`src/rtl/core/hud_pkg.sv`:
```
package hud_pkg;

    localparam logic [7:0] TYPE_ACL   = 8'd2;
    localparam logic [7:0] TYPE_EVENT = 8'd4;

    localparam logic [2:0] ACL_HEADER_BYTES   = 3'd4;
    localparam logic [2:0] EVENT_HEADER_BYTES = 3'd2;

    localparam logic KIND_ACL   = 1'b0;
    localparam logic KIND_EVENT = 1'b1;

    typedef struct packed {
        logic [7:0]  data_byte;
        logic        packet_kind;
        logic        first_of_packet;
        logic        last_of_packet;
        logic        bad_type;
        logic [16:0] packet_length;
    } t_result;

endpackage

```
`src/rtl/core/hud_parser.sv`:
```
module hud_parser (
    input  logic             i_clk,
    input  logic             i_rst_n,
    input  logic             i_fire,
    input  logic [7:0]       i_byte,
    output hud_pkg::t_result o_result
);

    localparam logic [1:0] PH_IDLE    = 2'd0;
    localparam logic [1:0] PH_HEADER  = 2'd1;
    localparam logic [1:0] PH_PAYLOAD = 2'd2;

    logic [1:0]  r_phase;
    logic        r_kind;
    logic [2:0]  r_header_left;
    logic [7:0]  r_length_low;
    logic [15:0] r_payload_left;
    logic [16:0] r_byte_count;

    logic [1:0]  n_phase;
    logic        n_kind;
    logic [2:0]  n_header_left;
    logic [7:0]  n_length_low;
    logic [15:0] n_payload_left;
    logic [16:0] n_byte_count;

    logic [16:0] count_inc;
    logic [2:0]  header_dec;
    logic [15:0] payload_dec;
    logic [15:0] header_len;

    assign count_inc   = r_byte_count + 17'd1;
    assign header_dec  = r_header_left - 3'd1;
    assign payload_dec = r_payload_left - 16'd1;
    assign header_len  = (r_kind == hud_pkg::KIND_ACL) ? {i_byte, r_length_low}
                                                        : {8'd0, i_byte};

    always_comb begin
        n_phase        = r_phase;
        n_kind         = r_kind;
        n_header_left  = r_header_left;
        n_length_low   = r_length_low;
        n_payload_left = r_payload_left;
        n_byte_count   = r_byte_count;

        o_result                 = '0;
        o_result.data_byte       = i_byte;

        case (r_phase)
            PH_HEADER: begin
                n_byte_count         = count_inc;
                n_header_left        = header_dec;
                o_result.packet_kind = r_kind;
                if (r_kind == hud_pkg::KIND_ACL && header_dec == 3'd1) begin
                    n_length_low = i_byte;
                end
                if (header_dec == 3'd0) begin
                    if (header_len == 16'd0) begin
                        o_result.last_of_packet = 1'b1;
                        o_result.packet_length  = count_inc;
                        n_phase                 = PH_IDLE;
                        n_payload_left          = 16'd0;
                    end else begin
                        n_payload_left = header_len;
                        n_phase        = PH_PAYLOAD;
                    end
                end
            end
            PH_PAYLOAD: begin
                n_byte_count         = count_inc;
                n_payload_left       = payload_dec;
                o_result.packet_kind = r_kind;
                if (payload_dec == 16'd0) begin
                    o_result.last_of_packet = 1'b1;
                    o_result.packet_length  = count_inc;
                    n_phase                 = PH_IDLE;
                    n_header_left           = 3'd0;
                end
            end
            default: begin
                if (i_byte inside {hud_pkg::TYPE_ACL, hud_pkg::TYPE_EVENT}) begin
                    n_kind         = (i_byte == hud_pkg::TYPE_EVENT) ? hud_pkg::KIND_EVENT
                                                                     : hud_pkg::KIND_ACL;
                    n_header_left  = (i_byte == hud_pkg::TYPE_EVENT)
                                   ? hud_pkg::EVENT_HEADER_BYTES
                                   : hud_pkg::ACL_HEADER_BYTES;
                    n_byte_count   = 17'd1;
                    n_length_low   = 8'd0;
                    n_payload_left = 16'd0;
                    n_phase        = PH_HEADER;
                    o_result.packet_kind     = n_kind;
                    o_result.first_of_packet = 1'b1;
                end else begin
                    n_phase           = PH_IDLE;
                    o_result.bad_type = 1'b1;
                end
            end
        endcase
    end

    always_ff @(posedge i_clk) begin
        if (!i_rst_n) begin
            r_phase        <= PH_IDLE;
            r_kind         <= hud_pkg::KIND_ACL;
            r_header_left  <= 3'd0;
            r_length_low   <= 8'd0;
            r_payload_left <= 16'd0;
            r_byte_count   <= 17'd0;
        end else if (i_fire) begin
            r_phase        <= n_phase;
            r_kind         <= n_kind;
            r_header_left  <= n_header_left;
            r_length_low   <= n_length_low;
            r_payload_left <= n_payload_left;
            r_byte_count   <= n_byte_count;
        end
    end

endmodule

```
`src/rtl/core/hci_uart_packet_deframer_top.sv`:
```
// HCI UART (H4) packet deframer. Each received byte comes out again, one
// result per byte, tagged with its packet kind (ACL or event), first and
// last marks, and on the last byte the total packet length including the
// type byte. A byte other than an ACL or event type byte where a packet
// should start is flagged as a bad type and the block keeps waiting for a
// type byte. A byte is taken every clock cycle while the output is not
// stalled; each byte passes through the input register and then the
// result register, with the packet state updated by the parser in
// between.
module hci_uart_packet_deframer_top (
    input  logic        i_clk,
    input  logic        i_rst_n,
    input  logic        i_valid,
    output logic        o_stall,
    input  logic [7:0]  i_rx_byte,
    output logic        o_valid,
    input  logic        i_stall,
    output logic [7:0]  o_data_byte,
    output logic        o_packet_kind,
    output logic        o_first_of_packet,
    output logic        o_last_of_packet,
    output logic        o_bad_type,
    output logic [16:0] o_packet_length
);

    logic             r_in_valid;
    logic [7:0]       r_in_byte;
    logic             r_out_valid;
    hud_pkg::t_result r_out;

    logic             advance;
    logic             fire;
    hud_pkg::t_result step_result;

    assign advance = !r_out_valid || !i_stall;
    assign fire    = r_in_valid && advance;
    assign o_stall = r_in_valid && !advance;

    always_ff @(posedge i_clk) begin
        if (!i_rst_n) begin
            r_in_valid <= 1'b0;
        end else if (!o_stall) begin
            r_in_valid <= i_valid;
        end
    end

    always_ff @(posedge i_clk) begin
        if (i_valid && !o_stall) begin
            r_in_byte <= i_rx_byte;
        end
    end

    hud_parser u_parser (
        .i_clk    (i_clk),
        .i_rst_n  (i_rst_n),
        .i_fire   (fire),
        .i_byte   (r_in_byte),
        .o_result (step_result)
    );

    always_ff @(posedge i_clk) begin
        if (!i_rst_n) begin
            r_out_valid <= 1'b0;
        end else if (advance) begin
            r_out_valid <= r_in_valid;
        end
    end

    always_ff @(posedge i_clk) begin
        if (fire) begin
            r_out <= step_result;
        end
    end

    assign o_valid           = r_out_valid;
    assign o_data_byte       = r_out.data_byte;
    assign o_packet_kind     = r_out.packet_kind;
    assign o_first_of_packet = r_out.first_of_packet;
    assign o_last_of_packet  = r_out.last_of_packet;
    assign o_bad_type        = r_out.bad_type;
    assign o_packet_length   = r_out.packet_length;

endmodule

```
`config.mk`:
```
export PLATFORM = sky130hd
export DESIGN_NAME = hci_uart_packet_deframer_top
export DESIGN_NICKNAME = d
export VERILOG_FILES = /design/src/rtl/core/hud_pkg.sv /design/src/rtl/core/hud_parser.sv /design/src/rtl/core/hci_uart_packet_deframer_top.sv
export SDC_FILE = /design/constraint.sdc
export NUM_CORES = 1
export LEC_CHECK = 0
export ABC_AREA = 0
export BUFFER_PORTS_ARGS = -buffer_cell sky130_fd_sc_hd__buf_2
export CAP_MARGIN = 20
export CORE_MARGIN = 2
export CORE_UTILIZATION = 55
export DETAILED_ROUTE_END_ITERATION = 7
export PLACE_DENSITY = 0.77
export SLEW_MARGIN = 10
export SYNTH_ARGS = -nofsm -noshare
export SYNTH_HDL_FRONTEND = slang
export SYNTH_SLANG_ARGS = --single-unit
```
`constraint.sdc`:
```
create_clock -name i_clk -period 3.48 [get_ports i_clk]
set_input_delay 0.174 -clock i_clk [delete_from_list [all_inputs] [get_ports i_clk]]
set_output_delay 0.174 -clock i_clk [all_outputs]
set_load 0.01 [all_outputs]
```
# Word-level counts from Yosys, hierarchy flattened
# Cells that the tools add are included.
classes:
  add_sub_neg: 3
  mul: 0
  div_mod_pow: 0
  magnitude_cmp: 0
  eq_ne: 8
  shift: 0
  mux: 31
  bitwise_logic: 3
  n_reduce_logical: 23
op_table:
  columns: ["op", "n"]
  rows:
  - ["$mux 17", 5]
  - ["$mux 16", 4]
  - ["$pmux 17 s2", 1]
  - ["$logic_not 16->1", 2]
  - ["$pmux 16 s2", 1]
  - ["$add 17x1->17 const B", 1]
  - ["$mux 8", 2]
  - ["$pmux 8 s2", 1]
  - ["$sub 16x1->16 const B", 1]
  - ["$reduce_and 3->1", 4]
  - ["$mux 3", 3]
  - ["$eq 8x2->1 const B", 1]
  - ["$eq 8x3->1 const B", 1]
  - ["$mux 2", 4]
  - ["$mux 1", 7]
  - ["$ne 2x1->1 const B", 3]
  - ["$pmux 3 s2", 1]
  - ["$reduce_bool 2->1", 3]
  - ["$logic_and 1x1->1", 4]
  - ["$logic_not 1->1", 4]
  - ["$pmux 2 s2", 1]
  - ["$reduce_and 4->1", 1]
  - ["$eq 3x1->1 const B", 1]
  - ["$logic_not 3->1", 1]
  - ["other kinds (9)", 11]
word_totals:
  register_bits: 86
  latch_bits: 0
  ramBits: 0
  mem_bits_ro: 0
  input_bits: 12
  out_inout_bits: 31
  elab_cells: 83
  memories: 0

# Depth between registers and ports, before layout
# Gate-level depths: netlist (run 1).
logic_depth:
  word_depth: 6
  mapped_depth: 11
  ltp_nobuf: 8

# Cells and area by module
# A second synthesis (run 1) with hierarchy kept.
hier_totals:
  hier_cells: 481
  area_unflattened_um2: 4506.8
by_module_without_submodules:
  columns: ["mod", "instances", "cells_each", "area_per_inst_um2"]
  rows:
  - ["hud_parser", 1, 436, 3311.9]
  - ["hci_uart_packet_deframer_top", 1, 45, 1194.9]

# Worst setup path before layout (run 1)
# OpenSTA, ideal clock, no wires.
synth_path:
  path_kind: "register -> register"
  from: "reg u_parser.r_payload_left[0]"
  to: "reg r_out, in the netlist o_packet_length[0], data pin"
  setup_ps: 275
  arrival_ps: 2413
  t_required_ps: 3205
  slack_ps: 792
  stages_incl_launch_ff: 12
  path_buffers: 3
  synth_period_minus_slack_ps: 2688
  path_cell_list: "dfxtp_1 -> inv_1 -> ha_1 -> or3b_1 -> buf_2 -> or3_1 -> buf_2 -> nor3_2 -> nor4_2 -> a31oi_4 -> buf_6 -> nor3_1"
synth_rtl:
  columns: ["element", "line_no", "source"]
  rows:
  - ["start: declaration", "hud_parser.sv:17", "logic [15:0] r_payload_left;"]
  - ["start signal: assignment", "hud_parser.sv:114", "r_payload_left <= n_payload_left;"]
  - ["end signal: assignment", "hci_uart_packet_deframer_top.sv:71", "r_out <= step_result;"]
  - ["end: declaration", "hci_uart_packet_deframer_top.sv:29", "hud_pkg::t_result r_out;"]

==> results.md, run 1 <==
- The flow ran to the end, and the final reports show no timing, DRC or antenna violations.
- The source-to-sink clock delay at the later pin of the worst-skew pair is 0.37 ns.
- The total congestion overflow is 0.
- The critical path's largest stage delay is 0.56 ns.
- The area of the core is 0.00773 mm².
- The number of nets in the synthesized netlist is 478.
- The number of placed instances, taps included, is 586.
- Counting both buffers and inverters, the worst setup path holds a total of 1.
- The synthesized area divided by synthesized cell count is 9.56 µm².
- The maximum fanout along the worst path is 18.
- The maximum vdd ir drop is 0.307 mV.
- The number of warnings issued by yosys is 0.
- Broken down by cell family, the worst path's largest delay share belongs to simple AND/OR/NAND/NOR gates.
- The total via count after detailed routing is 3670.
- The floorplan step defined a die boundary enclosing 0.00869 mm².
- In the synthesized netlist, the cells that appear most often are sky130_fd_sc_hd__nor2_1, sky130_fd_sc_hd__dfxtp_1, sky130_fd_sc_hd__edfxtp_1, sky130_fd_sc_hd__nand2_1, sky130_fd_sc_hd__a21oi_1.
- The smallest clock period supported by the final layout is computed as 3.01 ns.
- In the synthesized netlist the async set-or-reset flop fraction comes to 0%.
- The most frequently used cell type in the post-synthesis netlist is sky130_fd_sc_hd__nor2_1.
- The root cell of the clock tree is sky130_fd_sc_hd__clkbuf_8.
- The power density over cell area is 416 mW/mm².
- In this run the static leakage power is 1.63 nW.
- Detailed placement finished with a half-perimeter wire length of 6800 µm.
- The post-layout instance count excluding filler cells is 610.
- The final-report max-slew violation count came to 0.
- The CTS sink count is 86.
- In this run the core area contains 32 standard-cell rows.
- Once the floorplan was initialized, standard cells occupied 56.7% of the core.
- Measured along the x axis, the die boundary spans 93.2 µm.
- The share of synthesized area in the top cell type comes to 25.4%.
- The maximum number of pins on one net before global-route repair is 39.
- The via count of the first global-routing pass was 3447.
- The synthesized netlist contains 59 unique library cells.
- The number of diodes is 0.
- From synthesis to final layout, the design area changed by 14.2%.
- Across the run, the number of max-cap violations was 0.
- The CTS tree is built.
- In the final routed layout, each cell accounts on average for 16.5 µm.
- The global-route total usage across every layer is 24.5%.
- During placement, the flow inserted port buffers numbering 42.
- The area of the multi-input gates is 0.00212 mm².
- The critical setup path kind is register to register.
- Post-CTS timing repair inserted 0 buffers for setup.
- The sequential share of the synthesized area is 47.8%.
- By area the synthesized netlist is led by sky130_fd_sc_hd__edfxtp_1, sky130_fd_sc_hd__dfxtp_1, sky130_fd_sc_hd__nor2_1.
- The total wire length after detailed routing is 10000 µm.
- The largest individual stage delay along the critical path comes from the cell sky130_fd_sc_hd__a31oi_4.
- Before CTS, the worst setup slack after placement is 0.513 ns.
- The number of detailed-routing iterations run before antenna repair is 5.
- The hold violation count in the final report is 0.
- The filler cells instantiated in the layout total 607.
- For this run, the top clock speed supported by timing is 332 MHz.
- The critical path endpoint category is a register.
- Setup violations remaining at the end of the flow were counted as 0.
- The number of storage elements in the synthesis netlist is 86.
- The type of element launching the critical path is a register.
- The final critical-path share of the clock period is 86.4%.
- STA puts the critical path data required time at 3.57 ns.
- In this run the cell area of the synthesized design comes to 0.00438 mm².
- The synthesized design contains 37 enable-type register cells.
- The initial antenna violation count is 0.
- The arrival time of data at the critical path endpoint is 3.10 ns.
- The post-route netlist has 16.7% of its cells at a drive strength greater than 1.
- For this run, design rule violations remaining after detail routing come to 0.
- The biggest area consumer among synthesized cells is sky130_fd_sc_hd__edfxtp_1.
- The setup clock skew after layout is 0.0122 ns.
- Measured against its own limit, the worst slew margin works out to 40.9%.
- Dividing the detail-routed via count by the number of cells gives 6.02.
- Summed over all failing endpoints, the final setup total negative slack is 0 ns.
- The count of nets after finishing is 523.
- Clock-pin slew was measured on the worst setup and hold paths at 0.08 ns.
- The primary flip-flop cell chosen by synthesis mapping is sky130_fd_sc_hd__dfxtp_1.
- The number of design-rule violations left by the first detailed-router iteration is 270.
- Walking the worst path, the cells encountered are inv_1, ha_1, or3b_1, or3_1, nor3_2, nor4_2, a31oi_4, nor3_1.
- The actual slew at the worst max-slew pin is 0.880 ns.
- The placer congestion estimate is 0.976.
- The total I/O pin count is 43.
- The worst min-delay path category is primary input to register.
- The die height is 93.2 µm.
- The maximum root-to-sink buffer count is 2.
- Counting the buffers created by CTS gives 9.
- In this run the remaining antenna-violating nets after routing total 0.
- The first global-routing pass estimated 16400 µm of wire.
- The clock tree synthesis step divided the H-tree into 3 levels.
- In the post-route analysis, the smallest setup slack over all paths is 0.472 ns.
- The count of mapped cells out of synthesis is 458.
- Across the whole layout, storage elements account for 0.00209 mm².
- The power consumption is 2.08 mW.
- Setup repair after global routing left no endpoint under its margin.
-- routing by layer --
| layer | wire (µm) | up-vias | track usage [%] |
|---|---|---|---|
| met5 | 0 | - | 0 |
| met4 | 307 | 0 | 10.2 |
| met3 | 568 | 27 | 7.01 |
| met2 | 5230 | 134 | 43.2 |
| met1 | 3930 | 1737 | 27.8 |
| li1 | - | 1772 | - |
-- worst reg2reg max path, cell delays in order, from the launching register on --
cell and delay [ns]:
sky130_fd_sc_hd__dfxtp_1 0.38, sky130_fd_sc_hd__inv_1 0.08, sky130_fd_sc_hd__ha_1 0.26, sky130_fd_sc_hd__or3b_1 0.47, sky130_fd_sc_hd__or3_1 0.49, sky130_fd_sc_hd__nor3_2 0.29
sky130_fd_sc_hd__nor4_2 0.10, sky130_fd_sc_hd__a31oi_4 0.57, sky130_fd_sc_hd__nor3_1 0.11
-- logic make-up (layout without fill, tap and decap cells) --
family | after synthesis | in the layout | synth area share, %
AO/OA/AOI/OAI | 102 | 102 | 15.9
XOR/XNOR | 19 | 19 | 3.80
adder cells (fa/ha/maj) | 8 | 8 | 2.29
buffers and inverters | 39 | 89 | 3.86
flip-flops | 86 | 86 | 47.8
multiplexers | 14 | 14 | 3.20
AND/OR/NAND/NOR | 190 | 190 | 23.2
-- stage by stage --
| stage | hold slack (ns) | util [%] | instance area [µm²] |
|---|---|---|---|
| after global placement | 0.350 | 60.2 | 4660 |
| after detailed placement | 0.352 | 60.2 | 4660 |
| after floorplan | 0.273 | - | 4380 |
| final | 0.0380 | 64.7 | 5000 |
| after global routing | 0.0334 | 64.7 | 5000 |
| after CTS | 0.0279 | 64.7 | 5000 |
-- sequential cells by signal, indices dropped and copies added, names as in the netlist --
| register | cells |
|---|---|
| o_valid | 1 |
| o_first_of_packet | 1 |
| r_in_byte | 8 |
| o_bad_type | 1 |
| r_in_valid | 1 |
| u_parser.r_phase | 2 |
| o_packet_kind | 1 |
| o_packet_length | 17 |
| u_parser.r_length_low | 8 |
| o_last_of_packet | 1 |
| u_parser.r_byte_count | 17 |
| u_parser.r_payload_left | 16 |
| u_parser.r_kind | 1 |
| u_parser.r_header_left | 3 |
| o_data_byte | 8 |
-- placed cells by master, fill, tap and decap left out, types with 12 or more instances in the layout --
| master | count |
|---|---|
| sky130_fd_sc_hd__nor3_1 | 20 |
| sky130_fd_sc_hd__nor2_1 | 52 |
| sky130_fd_sc_hd__mux2i_1 | 14 |
| sky130_fd_sc_hd__xnor2_1 | 12 |
| sky130_fd_sc_hd__nand2_1 | 37 |
| sky130_fd_sc_hd__edfxtp_1 | 37 |
| sky130_fd_sc_hd__buf_2 | 42 |
| sky130_fd_sc_hd__o21ai_0 | 26 |
| sky130_fd_sc_hd__dfxtp_1 | 49 |
| sky130_fd_sc_hd__a21oi_1 | 29 |
| sky130_fd_sc_hd__a22oi_1 | 16 |
| sky130_fd_sc_hd__inv_1 | 15 |
-- cell type report --
| type | count | area share [%] |
|---|---|---|
| sequential | 86 | 41.9 |
| timing repair buffer | 56 | 6.71 |
| multi-input combinational | 333 | 42.4 |
| tap | 102 | 2.55 |
| clock buffer | 11 | 2.63 |
| inverter | 17 | 1.28 |
| clock inverter | 5 | 2.63 |
-- what timing repair did --
action,in CTS,in global routing
hold buffers,8,0
hold endpoints to repair,8,0
gates resized for setup,0,0
-- final timing paths --
check             depth (start not counted)                               end  slack (ns)                               startpoint
setup / recovery                          8      o_packet_length[6]$_DFFE_PP_        0.47  u_parser.r_payload_left[0]$_SDFFE_PN0P_
hold / removal                            3           r_in_valid$_SDFFE_PN0N_        0.04                                  i_valid
setup reg to reg                          8      o_packet_length[6]$_DFFE_PP_        0.47  u_parser.r_payload_left[0]$_SDFFE_PN0P_
hold reg to reg                           2  u_parser.r_phase[0]$_SDFFE_PN0P_        0.48         u_parser.r_phase[0]$_SDFFE_PN0P_
-- where the power goes --
| part | leakage [nW] | switching [mW] | internal [mW] |
|---|---|---|---|
| Sequential | 0.731 | 0.0155 | 1.07 |
| Combinational | 0.772 | 0.0471 | 0.0291 |
| Clock | 0.130 | 0.359 | 0.555 |
Note: power is estimated with default switching activity, not from simulation.
==> run 2: changes to the inputs <==
CORE_MARGIN = 5   (was 2)
SYNTH_HIERARCHICAL = 1   (was unset)
==> run 2 against run 1 <==
Sequential power is essentially flat. Critical path depth is the same. Largest cell class unchanged. Core utilization shrank 3.3 points. Worst setup slack gained 0.015 ns.
==> results.md, run 2 <==
- The post-route setup TNS is 0 ns (unchanged).
- The count of flip-flops with a built-in enable after synthesis is 37 (unchanged).
- The source-to-sink clock delay at the later pin of the worst-skew pair is 0.36 ns (was 0.37 ns).
- The number of maximum-capacitance violations came to 0 (unchanged).
- The maximum vdd ir drop was 0.235 mV (was 0.307 mV).
- The static power due to leakage is 1.73 nW (was 1.63 nW).
- The CTS sink count is 86 (unchanged).
- The hold violation count in the final report is 0 (unchanged).
- The buffer count from post-CTS setup fixing was 0 (unchanged).
- The post-DP HPWL is 6880 µm (was 6800 µm).
- The via-per-instance ratio is 5.85 (was 6.02).
- The type of element launching the critical path is a register (unchanged).
- The global-route total usage across every layer is 20.3% (was 24.5%).
- The internal power summed over all cells is 1.38 mW (was 1.66 mW).
- The global-route wire length before repair is 16800 µm (was 16400 µm).
- The power density over cell area is 366 mW/mm² (was 416 mW/mm²).
- The initial antenna violation count was 0 (unchanged).
- The combinational power share is 4.4% (was 3.7%).
- The time the final worst path needs with I/O delays and setup came to 2.99 ns (was 3.01 ns).
- The sequential fraction of design power is 59.8% (was 52.4%).
- The data required time at the worst endpoint is 3.69 ns (was 3.57 ns).
- Leading cell types in the layout, fill and taps excluded: sky130_fd_sc_hd__nor2_1, sky130_fd_sc_hd__dfxtp_1, sky130_fd_sc_hd__buf_2 (unchanged).
- The total CTS buffers is 9 (unchanged).
- The cell area after synthesis is 0.00451 mm² (was 0.00438 mm²).
- The clock-pin slew on the worst setup and hold paths is 0.10 ns (was 0.08 ns).
- The net count of the mapped netlist is 501 (was 478).
- The count of endpoints failing setup in the final report is 0 (unchanged).
- CP Cell Sequence: inv_1, ha_1, or4b_4, nor4b_2, o311ai_1, a2111oi_4, a2bb2oi_2, a21oi_1 (was inv_1, ha_1, or3b_1, or3_1, nor3_2, nor4_2, a31oi_4, nor3_1).
- The final-layout worst hold slack is 0.0494 ns (was 0.0380 ns).
- The area of the die was 0.0101 mm² (was 0.00869 mm²).
- The count of different cell masters after synthesis is 61 (was 59).
- The area used by sequential logic in the layout was 0.00209 mm² (unchanged).
- The maximum number of pins on one net before global-route repair came to 32 (was 39).
- The total via count after detailed routing is 3619 (was 3670).
- The DRC violations left was 0 (unchanged).
- The arrival time of data at the critical path endpoint is 3.20 ns (was 3.10 ns).
- The slowest cell on the critical path is sky130_fd_sc_hd__or4b_4 (was sky130_fd_sc_hd__a31oi_4).
- The count of filler cells inserted in the layout is 712 (was 607).
- The routed length per instance is 15.8 µm (was 16.5 µm).
- The fraction of registers with async set or reset after synthesis is 0% (unchanged).
- The maximum frequency from static timing analysis is 334 MHz (was 332 MHz).
- The total instance count after detailed placement is 595 (was 586).
- The final critical-path share of the clock period is 86.0% (was 86.4%).
- The synthesized area divided by synthesized cell count was 9.37 µm² (was 9.56 µm²).
- The maximum fanout along the worst path is 17 (was 18).
- The critical path endpoint category is a register (unchanged).
- The number of storage elements in the synthesis netlist is 86 (unchanged).
- The total I/O pin count was 43 (unchanged).
- The placer congestion estimate is 0.910 (was 0.976).
- The worst min-delay path category is primary input to register (unchanged).
- The number of routed nets with antenna violations is 0 (unchanged).
- The count of nets after finishing is 529 (was 523).
- The layout cell share with drive strength beyond 1 is 14.4% (was 16.7%).
- The relative max-transition margin is 32.0% (was 40.9%).
- The number of detailed-routing iterations run before antenna repair came to 4 (was 5).
- The area of the multi-input gates is 0.00217 mm² (was 0.00212 mm²).
- The layout overhead on the synthesized area is 10.2% (was 14.2%).
- The number of diodes is 0 (unchanged).
- The most frequently used cell type in the post-synthesis netlist was sky130_fd_sc_hd__nor2_1 (unchanged).
- The total wire length after detailed routing is 9800 µm (was 10000 µm).
- Synth cell count leaders: sky130_fd_sc_hd__nor2_1, sky130_fd_sc_hd__dfxtp_1, sky130_fd_sc_hd__edfxtp_1, sky130_fd_sc_hd__a21oi_1, sky130_fd_sc_hd__nand2_1 (was sky130_fd_sc_hd__nor2_1, sky130_fd_sc_hd__dfxtp_1, sky130_fd_sc_hd__edfxtp_1, sky130_fd_sc_hd__nand2_1, sky130_fd_sc_hd__a21oi_1).
- The die height is 101 µm (was 93.2 µm).
- Main area contributors after synthesis: sky130_fd_sc_hd__edfxtp_1, sky130_fd_sc_hd__dfxtp_1, sky130_fd_sc_hd__nor2_1 (unchanged).
- Unrepaired setup endpoints after global routing: false (unchanged).
- The setup clock skew after layout is 0.0189 ns (was 0.0122 ns).
- The initial core utilization was 55.7% (was 56.7%).
- The post-layout instance count excluding filler cells is 619 (was 610).
- The primary flip-flop cell chosen by synthesis mapping is sky130_fd_sc_hd__dfxtp_1 (unchanged).
- The total number of placement rows is 33 (was 32).
- The horizontal extent of the die is 101 µm (was 93.2 µm).
- The critical path's largest stage delay was 0.53 ns (was 0.56 ns).
- The actual slew at the worst max-slew pin is 1.02 ns (was 0.880 ns).
- The net switching share of the total power is 24.4% (was 20.3%).
- The most common cell after layout, fill and taps aside is sky130_fd_sc_hd__nor2_1 (unchanged).
- The maximum root-to-sink buffer count is 2 (unchanged).
- The share of Yosys cell area claimed by the top area cell type is 24.7% (was 25.4%).
- The total congestion overflow is 0 (unchanged).
- The area of the core is 0.00809 mm² (was 0.00773 mm²).
- Result of the run: complete, no violations (unchanged).
- The number of design-rule violations left by the first detailed-router iteration came to 182 (was 270).
- The number of levels in the clock H-tree is 3 (unchanged).
- The final-report max-slew violation count is 0 (unchanged).
- The via count of the first global-routing pass is 3472 (was 3447).
- The number of warnings issued by yosys is 6 (was 0).
- The critical setup path kind is register to register (unchanged).
- The net load switching power was 0.444 mW (was 0.421 mW).
- The count of mapped cells out of synthesis is 481 (was 458).
- The quantity of gates resized following cts came to 0 (unchanged).
- The biggest area consumer among synthesized cells is sky130_fd_sc_hd__edfxtp_1 (unchanged).
- The clock group share of total power is 35.8% (was 44.0%).
- The number of I/O port buffers came to 42 (unchanged).
- The root cell of the clock tree is sky130_fd_sc_hd__clkbuf_8 (unchanged).
- The sequential share of the synthesized area is 46.4% (was 47.8%).
- The CTS tree is built (unchanged).
-- run 2: changes by cell type after synthesis, moves of 4 or more --
cell / previous run / this run
sky130_fd_sc_hd__nor2_1: 52 / 74
sky130_fd_sc_hd__clkbuf_1: 11 / 24
sky130_fd_sc_hd__buf_4: 0 / 9
sky130_fd_sc_hd__nand2_1: 37 / 28
sky130_fd_sc_hd__nor3_1: 20 / 11
sky130_fd_sc_hd__nor3_2: 9 / 0
sky130_fd_sc_hd__o21ai_0: 26 / 18
sky130_fd_sc_hd__nand3b_1: 8 / 2
sky130_fd_sc_hd__and3_1: 3 / 8
sky130_fd_sc_hd__and2_1: 4 / 8
sky130_fd_sc_hd__o21bai_1: 0 / 4
sky130_fd_sc_hd__o22a_1: 0 / 4
sky130_fd_sc_hd__o22ai_1: 5 / 1
sky130_fd_sc_hd__or3_1: 11 / 7
-- run 2: power groups by stage --
stage | registers (mW) | logic, mW | clock network [mW]
3_5_place_dp | 1.11 | 0.0735 | 0
4_1_cts | 1.09 | 0.0806 | 0.669
5_1_grt | 1.09 | 0.0871 | 0.716
2_1_floorplan | 1.11 | 0.0394 | 0
3_3_place_gp | 1.11 | 0.0719 | 0
6_report | 1.09 | 0.0799 | 0.652
-- run 2: cell type report --
type                       instances  area share [%]
clock buffer                      10            2.57
clock inverter                     6            1.06
inverter                          14            1.06
multi-input combinational        342            43.8
sequential                        86            42.1
tap                              105            2.65
timing repair buffer              56            6.75
-- run 2: final timing paths --
kind,start,cells past startpoint,endpoint,slack [ns]
worst max-delay path,u_parser/r_payload_left[0]$_SDFFE_PN0P_,8,o_packet_length[2]$_DFFE_PP_,0.49
worst min register to register,u_parser/r_byte_count[16]$_SDFFE_PN0P_,2,u_parser/r_byte_count[16]$_SDFFE_PN0P_,0.47
worst min-delay path,i_valid,2,r_in_valid$_SDFFE_PN0N_,0.05
worst max register to register,u_parser/r_payload_left[0]$_SDFFE_PN0P_,8,o_packet_length[2]$_DFFE_PP_,0.49
-- run 2: worst max-delay path, delay by kind of cell, from the launching register on --
| kind | cells | cell delay [ns] |
|---|---|---|
| AO/OA/AOI/OAI | 4 | 1.18 |
| AND/OR/NAND/NOR | 2 | 0.76 |
| flip-flops | 1 | 0.41 |
| adder cells (fa/ha/maj) | 1 | 0.39 |
| buffers and inverters | 1 | 0.10 |
-- run 2: timing repair --
item / in CTS / in global routing
hold endpoints to repair: 8 / 0
hold buffers: 8 / 0
setup endpoints to repair: 0 / 0
-- run 2: metrics by stage --
| step | setup slack, ns | util [%] | instance area (µm²) | total power, mW |
|---|---|---|---|---|
| after global routing | 0.241 | 61.4 | 4970 | 1.89 |
| after floorplan | 0.509 | - | 4510 | 1.15 |
| after detailed placement | 0.501 | 58.1 | 4710 | 1.19 |
| final | 0.487 | 61.4 | 4970 | 1.82 |
| after global placement | 0.614 | 58.1 | 4710 | 1.18 |
| after CTS | 0.488 | 61.4 | 4970 | 1.84 |
-- run 2: metal layers --
metal / GRT usage [%] / vias to the layer above / part of all wire (%)
li1: - / 1776 / -
met1: 27.0 / 1734 / 44
met2: 35.1 / 103 / 50
met3: 3.60 / 6 / 6.1
met4: 3.83 / 0 / 0.62
met5: 0 / - / 0
-- run 2: cell families after synthesis --
kind of cell / count (synthesis) / share of synthesized area, %
multiplexers: 18 / 4.03
adder cells (fa/ha/maj): 8 / 2.22
flip-flops: 86 / 46.4
AO/OA/AOI/OAI: 108 / 16.7
buffers and inverters: 53 / 5.58
XOR/XNOR: 23 / 4.47
AND/OR/NAND/NOR: 185 / 20.6
